`config.mk`:
```
export PLATFORM = sky130hd
export DESIGN_NAME = i2c_eeprom_transaction_sequencer_unit
export DESIGN_NICKNAME = d
export VERILOG_FILES = /design/src/rtl/i2cee_pkg.sv /design/src/rtl/i2cee_core.sv /design/src/rtl/i2cee_outq.sv /design/src/rtl/i2c_eeprom_transaction_sequencer_unit.sv
export SDC_FILE = /design/constraint.sdc
export NUM_CORES = 1
export LEC_CHECK = 0
export BUFFER_PORTS_ARGS = -buffer_cell sky130_fd_sc_hd__buf_2
export CAP_MARGIN = 20
export CORE_ASPECT_RATIO = 2
export CORE_UTILIZATION = 33
export DETAILED_ROUTE_END_ITERATION = 12
export GPL_TIMING_DRIVEN = 0
export PLACE_DENSITY_LB_ADDON = 0.3
export SLEW_MARGIN = 30
export SYNTH_ARGS = -nofsm -noshare
export SYNTH_HDL_FRONTEND = slang
export SYNTH_SLANG_ARGS = --single-unit
```
`constraint.sdc`:
```
create_clock -name clk -period 3.7 [get_ports clk]
set_clock_uncertainty 0.15 [all_clocks]
set_input_delay 0.74 -clock clk [delete_from_list [all_inputs] [get_ports clk]]
set_output_delay 0.74 -clock clk [all_outputs]
set_load 0.01 [all_outputs]
```
`src/rtl/i2cee_pkg.sv`:
```
// ----------------------------------------------------------------------------
// i2cee_pkg
// shared types, codes and helpers of the i2c eeprom transaction sequencer
// ----------------------------------------------------------------------------
`default_nettype none

package i2cee_pkg;

    // eeprom page size, a power of two
    localparam int PAGE_BYTES = 64;
    localparam int PAGE_AW    = $clog2(PAGE_BYTES);
    localparam int PAGE_CW    = PAGE_AW + 1;

    localparam logic [7:0] RETRY_RESET = 8'd50;
    localparam logic [7:0] CTRL_BASE   = 8'hA0;

    typedef enum logic [1:0] {
        REQ_READ  = 2'd0,
        REQ_WRITE = 2'd1,
        REQ_DATA  = 2'd2,
        REQ_DONE  = 2'd3
    } req_t;

    typedef enum logic [2:0] {
        OP_NONE  = 3'd0,
        OP_START = 3'd1,
        OP_SEND  = 3'd2,
        OP_RECV  = 3'd3,
        OP_ACK   = 3'd4,
        OP_NACK  = 3'd5,
        OP_STOP  = 3'd6,
        OP_WAIT  = 3'd7
    } op_t;

    typedef enum logic [3:0] {
        PH_IDLE,
        PH_P_START,
        PH_P_CTRL,
        PH_P_WAIT,
        PH_A_HI,
        PH_A_LO,
        PH_W_NEED,
        PH_W_SEND,
        PH_W_STOP,
        PH_R_START,
        PH_R_CTRL,
        PH_R_RECV,
        PH_R_ACK,
        PH_R_NACK,
        PH_F_STOP
    } phase_t;

    typedef struct packed {
        req_t        req_type;
        logic [2:0]  device_number;
        logic [15:0] mem_address;
        logic [15:0] byte_count;
        logic [7:0]  write_byte;
        logic        bus_acked;
        logic [7:0]  read_byte;
    } item_t;

    typedef struct packed {
        op_t        bus_op;
        logic [7:0] bus_byte;
        logic       need_data;
        logic       data_valid;
        logic [7:0] data_out;
        logic       done_res;
        logic       success;
    } result_t;

    // bytes to send before the next page boundary, capped by the remaining count
    function automatic logic [PAGE_CW-1:0] load_page(input logic [15:0] addr,
                                                      input logic [15:0] bytes);
        logic [PAGE_CW-1:0] space;
        space = PAGE_CW'(PAGE_BYTES) - {1'b0, addr[PAGE_AW-1:0]};
        if (bytes < 16'(space))
            return bytes[PAGE_CW-1:0];
        else
            return space;
    endfunction

endpackage

`default_nettype wire

```
`src/rtl/i2cee_core.sv`:
```
// ----------------------------------------------------------------------------
// i2cee_core
// transaction state and combinational decision of the next bus primitive
// ----------------------------------------------------------------------------
`default_nettype none

module i2cee_core (
    input  wire logic               clk,
    input  wire logic               rst_n,
    input  wire logic               step_en,
    input  wire i2cee_pkg::item_t   item,
    input  wire logic               cfg_we,
    input  wire logic [7:0]         cfg_data,
    output i2cee_pkg::result_t      res
);

    i2cee_pkg::phase_t              phase_reg, phase_next;
    logic                           is_write_reg, is_write_next;
    logic [7:0]                     ctrl_reg, ctrl_next;
    logic [15:0]                    addr_reg, addr_next;
    logic [15:0]                    bytes_reg, bytes_next;
    logic [i2cee_pkg::PAGE_CW-1:0]  page_reg, page_next;
    logic [7:0]                     retries_reg, retries_next;
    logic [7:0]                     retry_limit_reg;
    logic [7:0]                     retries_dec;
    logic [15:0]                    bytes_dec;

    assign retries_dec = retries_reg - 8'd1;
    assign bytes_dec   = bytes_reg - 16'd1;

    always_comb
    begin
        phase_next    = phase_reg;
        is_write_next = is_write_reg;
        ctrl_next     = ctrl_reg;
        addr_next     = addr_reg;
        bytes_next    = bytes_reg;
        page_next     = page_reg;
        retries_next  = retries_reg;
        res           = '0;

        case (item.req_type) inside
            i2cee_pkg::REQ_READ, i2cee_pkg::REQ_WRITE:
            begin
                if (phase_reg == i2cee_pkg::PH_IDLE)
                begin
                    is_write_next = (item.req_type == i2cee_pkg::REQ_WRITE);
                    ctrl_next     = i2cee_pkg::CTRL_BASE | {4'b0000, item.device_number, 1'b0};
                    addr_next     = item.mem_address;
                    bytes_next    = item.byte_count;
                    page_next     = i2cee_pkg::load_page(item.mem_address, item.byte_count);
                    retries_next  = retry_limit_reg;
                    res.bus_op    = i2cee_pkg::OP_START;
                    phase_next    = i2cee_pkg::PH_P_START;
                end
            end
            i2cee_pkg::REQ_DATA:
            begin
                if (phase_reg == i2cee_pkg::PH_W_NEED)
                begin
                    res.bus_op   = i2cee_pkg::OP_SEND;
                    res.bus_byte = item.write_byte;
                    page_next    = page_reg - i2cee_pkg::PAGE_CW'(1);
                    bytes_next   = bytes_dec;
                    addr_next    = addr_reg + 16'd1;
                    phase_next   = i2cee_pkg::PH_W_SEND;
                end
            end
            default:
            begin
                unique case (phase_reg) inside
                    i2cee_pkg::PH_P_START:
                    begin
                        res.bus_op   = i2cee_pkg::OP_SEND;
                        res.bus_byte = ctrl_reg;
                        phase_next   = i2cee_pkg::PH_P_CTRL;
                    end
                    i2cee_pkg::PH_P_CTRL:
                    begin
                        if (item.bus_acked)
                        begin
                            res.bus_op   = i2cee_pkg::OP_SEND;
                            res.bus_byte = addr_reg[15:8];
                            phase_next   = i2cee_pkg::PH_A_HI;
                        end
                        else
                        begin
                            retries_next = retries_dec;
                            if (retries_dec == 8'd0)
                            begin
                                // polling gave up, no stop
                                res.done_res = 1'b1;
                                phase_next   = i2cee_pkg::PH_IDLE;
                            end
                            else
                            begin
                                res.bus_op = i2cee_pkg::OP_WAIT;
                                phase_next = i2cee_pkg::PH_P_WAIT;
                            end
                        end
                    end
                    i2cee_pkg::PH_P_WAIT:
                    begin
                        res.bus_op = i2cee_pkg::OP_START;
                        phase_next = i2cee_pkg::PH_P_START;
                    end
                    i2cee_pkg::PH_A_HI:
                    begin
                        res.bus_op   = i2cee_pkg::OP_SEND;
                        res.bus_byte = addr_reg[7:0];
                        phase_next   = i2cee_pkg::PH_A_LO;
                    end
                    i2cee_pkg::PH_A_LO, i2cee_pkg::PH_W_SEND:
                    begin
                        if (is_write_reg)
                        begin
                            if (page_reg != '0)
                            begin
                                res.need_data = 1'b1;
                                phase_next    = i2cee_pkg::PH_W_NEED;
                            end
                            else
                            begin
                                res.bus_op = i2cee_pkg::OP_STOP;
                                phase_next = (bytes_reg == 16'd0) ? i2cee_pkg::PH_F_STOP
                                                                  : i2cee_pkg::PH_W_STOP;
                            end
                        end
                        else if (bytes_reg == 16'd0)
                        begin
                            res.bus_op = i2cee_pkg::OP_STOP;
                            phase_next = i2cee_pkg::PH_F_STOP;
                        end
                        else
                        begin
                            res.bus_op = i2cee_pkg::OP_START;
                            phase_next = i2cee_pkg::PH_R_START;
                        end
                    end
                    i2cee_pkg::PH_W_STOP:
                    begin
                        // next page: poll and address again
                        page_next    = i2cee_pkg::load_page(addr_reg, bytes_reg);
                        retries_next = retry_limit_reg;
                        res.bus_op   = i2cee_pkg::OP_START;
                        phase_next   = i2cee_pkg::PH_P_START;
                    end
                    i2cee_pkg::PH_R_START:
                    begin
                        res.bus_op   = i2cee_pkg::OP_SEND;
                        res.bus_byte = ctrl_reg | 8'h01;
                        phase_next   = i2cee_pkg::PH_R_CTRL;
                    end
                    i2cee_pkg::PH_R_CTRL, i2cee_pkg::PH_R_ACK:
                    begin
                        res.bus_op = i2cee_pkg::OP_RECV;
                        phase_next = i2cee_pkg::PH_R_RECV;
                    end
                    i2cee_pkg::PH_R_RECV:
                    begin
                        res.data_valid = 1'b1;
                        res.data_out   = item.read_byte;
                        bytes_next     = bytes_dec;
                        addr_next      = addr_reg + 16'd1;
                        if (bytes_dec != 16'd0)
                        begin
                            res.bus_op = i2cee_pkg::OP_ACK;
                            phase_next = i2cee_pkg::PH_R_ACK;
                        end
                        else
                        begin
                            res.bus_op = i2cee_pkg::OP_NACK;
                            phase_next = i2cee_pkg::PH_R_NACK;
                        end
                    end
                    i2cee_pkg::PH_R_NACK:
                    begin
                        res.bus_op = i2cee_pkg::OP_STOP;
                        phase_next = i2cee_pkg::PH_F_STOP;
                    end
                    i2cee_pkg::PH_F_STOP:
                    begin
                        res.done_res = 1'b1;
                        res.success  = 1'b1;
                        phase_next   = i2cee_pkg::PH_IDLE;
                    end
                    default:
                    begin
                        // completion while idle or waiting for data: ignored
                    end
                endcase
            end
        endcase
    end

    always_ff @(posedge clk or negedge rst_n)
    begin
        if (!rst_n)
        begin
            phase_reg       <= i2cee_pkg::PH_IDLE;
            is_write_reg    <= 1'b0;
            ctrl_reg        <= '0;
            addr_reg        <= '0;
            bytes_reg       <= '0;
            page_reg        <= '0;
            retries_reg     <= '0;
            retry_limit_reg <= i2cee_pkg::RETRY_RESET;
        end
        else
        begin
            if (cfg_we)
                retry_limit_reg <= cfg_data;
            if (step_en)
            begin
                phase_reg    <= phase_next;
                is_write_reg <= is_write_next;
                ctrl_reg     <= ctrl_next;
                addr_reg     <= addr_next;
                bytes_reg    <= bytes_next;
                page_reg     <= page_next;
                retries_reg  <= retries_next;
            end
        end
    end

endmodule

`default_nettype wire

```
`src/rtl/i2cee_outq.sv`:
```
// ----------------------------------------------------------------------------
// i2cee_outq
// two-entry result queue, keeps the input side moving while the output stalls, until the queue is full
// ----------------------------------------------------------------------------
`default_nettype none

module i2cee_outq (
    input  wire logic                clk,
    input  wire logic                rst_n,
    input  wire logic                push,
    input  wire i2cee_pkg::result_t  push_data,
    input  wire logic                pop_ready,
    output logic                     out_valid,
    output i2cee_pkg::result_t       out_data,
    output logic                     full
);

    i2cee_pkg::result_t  mem [2];
    logic                wr_ptr_reg;
    logic                rd_ptr_reg;
    logic [1:0]          count_reg, count_next;
    logic                pop;

    assign out_valid = (count_reg != 2'd0);
    assign full      = (count_reg == 2'd2);
    assign pop       = out_valid && pop_ready;
    assign out_data  = mem[rd_ptr_reg];

    always_comb
    begin
        count_next = count_reg;
        if (push && !pop)
            count_next = count_reg + 2'd1;
        else if (pop && !push)
            count_next = count_reg - 2'd1;
    end

    always_ff @(posedge clk)
    begin
        if (push)
            mem[wr_ptr_reg] <= push_data;
    end

    always_ff @(posedge clk or negedge rst_n)
    begin
        if (!rst_n)
        begin
            wr_ptr_reg <= 1'b0;
            rd_ptr_reg <= 1'b0;
            count_reg  <= 2'd0;
        end
        else
        begin
            if (push)
                wr_ptr_reg <= ~wr_ptr_reg;
            if (pop)
                rd_ptr_reg <= ~rd_ptr_reg;
            count_reg <= count_next;
        end
    end

endmodule

`default_nettype wire

```
`src/rtl/i2c_eeprom_transaction_sequencer_unit.sv`:
```
// a request is held in the input register, then decided and written into the result queue
// once the queue has a free slot; its result is then on m_axis and can be taken from there
// throughput: one request per cycle while the result queue is not full, one result per request
// the pace is set by the combinational decision in i2cee_core between input and result registers
// reset (rst_n low, asynchronous): sequencer idle, retry limit 50, input register and
// result queue empty
// ----------------------------------------------------------------------------
// i2c_eeprom_transaction_sequencer_unit
// top level: input register, sequencer core and result queue on stream ports
// ----------------------------------------------------------------------------
`default_nettype none

module i2c_eeprom_transaction_sequencer_unit (
    input  wire logic        clk,
    input  wire logic        rst_n,
    // configuration: retry limit
    input  wire logic        cfg_we,
    input  wire logic [7:0]  cfg_data,
    // request stream
    input  wire logic        s_axis_tvalid,
    output logic             s_axis_tready,
    // device_number[2:0], mem_address[18:3], byte_count[34:19], write_byte[42:35],
    // bus_acked[43], read_byte[51:44], zero fill [55:52]
    input  wire logic [55:0] s_axis_tdata,
    // req_type[1:0]
    input  wire logic [1:0]  s_axis_tuser,
    // result stream
    output logic             m_axis_tvalid,
    input  wire logic        m_axis_tready,
    // bus_byte[7:0], need_data[8], data_valid[9], data_out[17:10], done_res[18],
    // success[19], zero fill [23:20]
    output logic [23:0]      m_axis_tdata,
    // bus_op[2:0]
    output logic [2:0]       m_axis_tuser
);

    i2cee_pkg::item_t    in_item;
    i2cee_pkg::item_t    item_reg;
    logic                in_valid_reg;
    logic                step;
    logic                q_full;
    i2cee_pkg::result_t  step_res;
    i2cee_pkg::result_t  q_data;

    // unpack the request fields
    always_comb
    begin
        in_item.req_type      = i2cee_pkg::req_t'(s_axis_tuser);
        in_item.device_number = s_axis_tdata[2:0];
        in_item.mem_address   = s_axis_tdata[18:3];
        in_item.byte_count    = s_axis_tdata[34:19];
        in_item.write_byte    = s_axis_tdata[42:35];
        in_item.bus_acked     = s_axis_tdata[43];
        in_item.read_byte     = s_axis_tdata[51:44];
    end

    // the held request is decided as soon as the queue has a free slot
    assign step          = in_valid_reg && !q_full;
    assign s_axis_tready = !in_valid_reg || step;

    always_ff @(posedge clk or negedge rst_n)
    begin
        if (!rst_n)
            in_valid_reg <= 1'b0;
        else if (s_axis_tready)
            in_valid_reg <= s_axis_tvalid;
    end

    // payload register, no reset needed
    always_ff @(posedge clk)
    begin
        if (s_axis_tready && s_axis_tvalid)
            item_reg <= in_item;
    end

    i2cee_core u_core (
        .clk      (clk),
        .rst_n    (rst_n),
        .step_en  (step),
        .item     (item_reg),
        .cfg_we   (cfg_we),
        .cfg_data (cfg_data),
        .res      (step_res)
    );

    i2cee_outq u_outq (
        .clk       (clk),
        .rst_n     (rst_n),
        .push      (step),
        .push_data (step_res),
        .pop_ready (m_axis_tready),
        .out_valid (m_axis_tvalid),
        .out_data  (q_data),
        .full      (q_full)
    );

    // pack the result fields
    assign m_axis_tuser = q_data.bus_op;
    assign m_axis_tdata = {4'b0000, q_data.success, q_data.done_res, q_data.data_out,
                           q_data.data_valid, q_data.need_data, q_data.bus_byte};

endmodule

`default_nettype wire

```
==> impl_metrics.py <==
metrics = {
    "outcome": {
        "status": "finished, final reports clean",
    },
    "worst_hold_path": {
        "hp-class": "primary input to async pin",
    },
    "finish": {
        "drive_above_1_share_pct": 22.7,
        "area_growth_pct": 17.6,
        "final_common_cell": "buf_2",
        "antenna_cells": 0,
        "nets": 1012,
        "layout_common_cells": "buf_2, edfxtp_1, dfrtp_1",
        "multi_input_area_sq_um": 3790,
        "largest_reg_flops": 54,
        "n_fill_cell": 2568,
        "final-seq-area_sq_um": 4730,
    },
    "placed_design": {
        "io_buffer_count": 90,
        "dp_hpwl_um": 18100,
        "gp_congestion": 0.946,
    },
    "timing": {
        "fmax_mhz": 283,
        "tightestPinTransition_ns": 0.972,
        "hold_viol_final": 0,
        "rsz0062_at_grt": "no",
        "tns_ns": 0,
        "hold_ws_ns": 0.0190,
        "maxSlewViolCount": 0,
        "post-route-period-util_pct": 95.4,
        "setup_viol": 0,
        "min_period_ns": 3.53,
        "slew_headroom_pct": 34.5,
    },
    "power": {
        "ir_drop_mv": 0.372,
        "leakagePower_uw": 0.00404,
        "power_density_nw_per_um2": 753,
    },
    "route": {
        "antenna_left": 0,
        "wirelength_um": 24000,
        "drc": 0,
        "drt_iter0_drc": 318,
        "drt-pass1-iter-count": 5,
        "vias_per_cell": 5.27,
        "num_vias": 6729,
        "wl_per_cell_um": 18.8,
    },
    "global_route": {
        "grt_max_degree": 41,
        "grt_pass1_vias": 6816,
        "grt_overflow": 0,
        "antenna_found_initial": 0,
        "grt_pass1_wl_um": 37100,
        "track_usage_pct": 18.0,
    },
    "clock_tree": {
        "clkTransAtPathRegs_ns": 0.07,
        "clock_sinks": 169,
        "post_cts_buffers": 0,
        "cts_resized": 0,
        "clockBufferDepth": 2,
        "cts_tree": "done",
        "root_buffer": "clkbuf_16",
        "cts_hold_buf": 0,
        "insertion_delay_ns": 0.45,
        "cts_inserted_buffers": 17,
        "h-tree-depth": 4,
    },
    "floorplan": {
        "core_sq_um": 26400,
        "die_w_um": 118,
        "ioPinCount": 100,
        "fp.dieArea_sq_um": 27500,
        "core.rowCount": 84,
        "die_h_um": 234,
        "initial_utilization_pct": 33.6,
    },
    "critical_path": {
        "path_buf_inv": 2,
        "critical_path_class": "register to register",
        "cp_slowest_cell": "a2111oi_2",
        "start_kind": "register",
        "critPathTopFamily": "compound AO/OA/AOI/OAI gates",
        "cp-end-kind": "register",
        "crit_arrival_ns": 3.73,
        "cp_data_required_time_ns": 3.90,
        "crit_chain": "clkbuf_1, nor3_1, nand3_1, xnor2_1, ha_1, a21o_1, a2111oi_2, o31a_1, buf_4, mux2_1, a311oi_1",
        "critical_path.max_fanout": 9,
        "cpPeakStageDelay_ns": 0.40,
    },
    "synthesis": {
        "seq_area_frac_synth_pct": 53.4,
        "yosys_warnings": 0,
        "ys_ff_latch": 169,
        "syn-instance-count": 805,
        "synth_cell_types": 86,
        "avgSynthCellArea_sq_um": 11.0,
        "async_reset_ff_share_pct": 40.8,
        "synthFlopType": "edfxtp_1",
        "synth_area_sq_um": 8860,
        "synth_edf_count": 100,
    },
    "run": {
        "cap_violations": 0,
    },
}
worst reg2reg max path: cells and delay by family (launching register included):
family,cells,cell delay [ns]
buffers and inverters,2,0.40
AND/OR/NAND/NOR,2,0.45
XOR/XNOR,1,0.36
adder cells (fa/ha/maj),1,0.33
AO/OA/AOI/OAI,4,1.05
flip-flops,1,0.36
multiplexers,1,0.34
area by class of cell:
class | instances | area share (%)
buffer | 52 | 2.58
clock buffer | 18 | 4.12
clock inverter | 14 | 1.31
inverter | 24 | 0.865
multi-input combinational | 563 | 36.4
sequential | 169 | 45.4
tap | 344 | 4.13
timing repair buffer | 93 | 5.11
final timing paths:
check / from / endpoint / slack (ns) / cells after the start
hold / removal: rst_n / u_core.bytes_reg[12] / 0.02 / 1
min in group clk: s_axis_tdata[19] / item_reg[17] / 0.31 / 1
setup / recovery: u_core.addr_reg[4] / u_core.page_reg[5] / 0.17 / 11
hold reg to reg: u_core.ctrl_reg[3] / u_core.ctrl_reg[3] / 0.35 / 1
max in group asynchronous: rst_n / u_core.addr_reg[5] / 2.83 / 2
setup reg to reg: u_core.addr_reg[4] / u_core.page_reg[5] / 0.17 / 11
stage by stage:
step	power [uW]	instance area (sq um)	worst slack [ns]	cells	util, %
2_1_floorplan	5120	8870	0.758	808	-
3_3_place_gp	6030	9750	0.192	1242	37.0
3_5_place_dp	6110	9840	0.156	1245	37.3
4_1_cts	7900	10400	0.133	1277	39.5
5_1_grt	8360	10400	0.00214	1277	39.5
6_report	7840	10400	0.169	1277	39.5
where the power goes:
part	leakage, uW	switching (uW)	internal [uW]
clock network	0.000285	810	944
logic	0.00194	1760	1240
registers	0.00181	469	2610
total	0.00404	3040	4800
Yosys cell counts, types with 5 or more instances:
cell	instances	share of area (%)
mux2_2	31	3.9
nor4_1	8	0.57
a211oi_1	7	0.59
inv_1	21	0.89
and3_1	5	0.35
buf_4	7	0.59
dfrtp_1	66	19
nand4b_1	5	0.49
mux2i_1	14	1.6
clkbuf_1	24	1.0
nand3_1	25	1.4
nand2b_1	18	1.3
a31oi_1	6	0.42
buf_2	14	0.79
nor2_1	61	2.6
edfxtp_1	100	34
o21ai_1	25	1.4
o22ai_1	18	1.3
a22o_1	5	0.49
nand4_1	7	0.49
o211ai_1	6	0.51
o21ai_0	18	1.0
ha_1	21	3.0
xnor2_1	11	1.1
xor2_1	13	1.3
nand2_1	58	2.5
a21oi_1	55	3.1
and2_1	16	1.1
nor3_1	25	1.4
cell families (layout without fill, tap and decap cells):
group	count (synthesis)	after routing	synth area share, %
other cells	1	4	0.0423
fa+ha+maj	21	21	2.97
xor+xnor	24	24	2.37
simple gates	262	262	15.7
compound gates	203	203	15.4
mux	49	49	6.03
buf+inv	76	201	4.05
flops	169	169	53.4
metal layers:
metal	wire length, um	up-vias	track usage, %
li1	-	3245	-
met1	8440	3240	16.7
met4	1290	0	13.1
met5	0	-	0
met3	706	68	3.22
met2	13600	176	34.7
(Power assumes the default switching activity.)
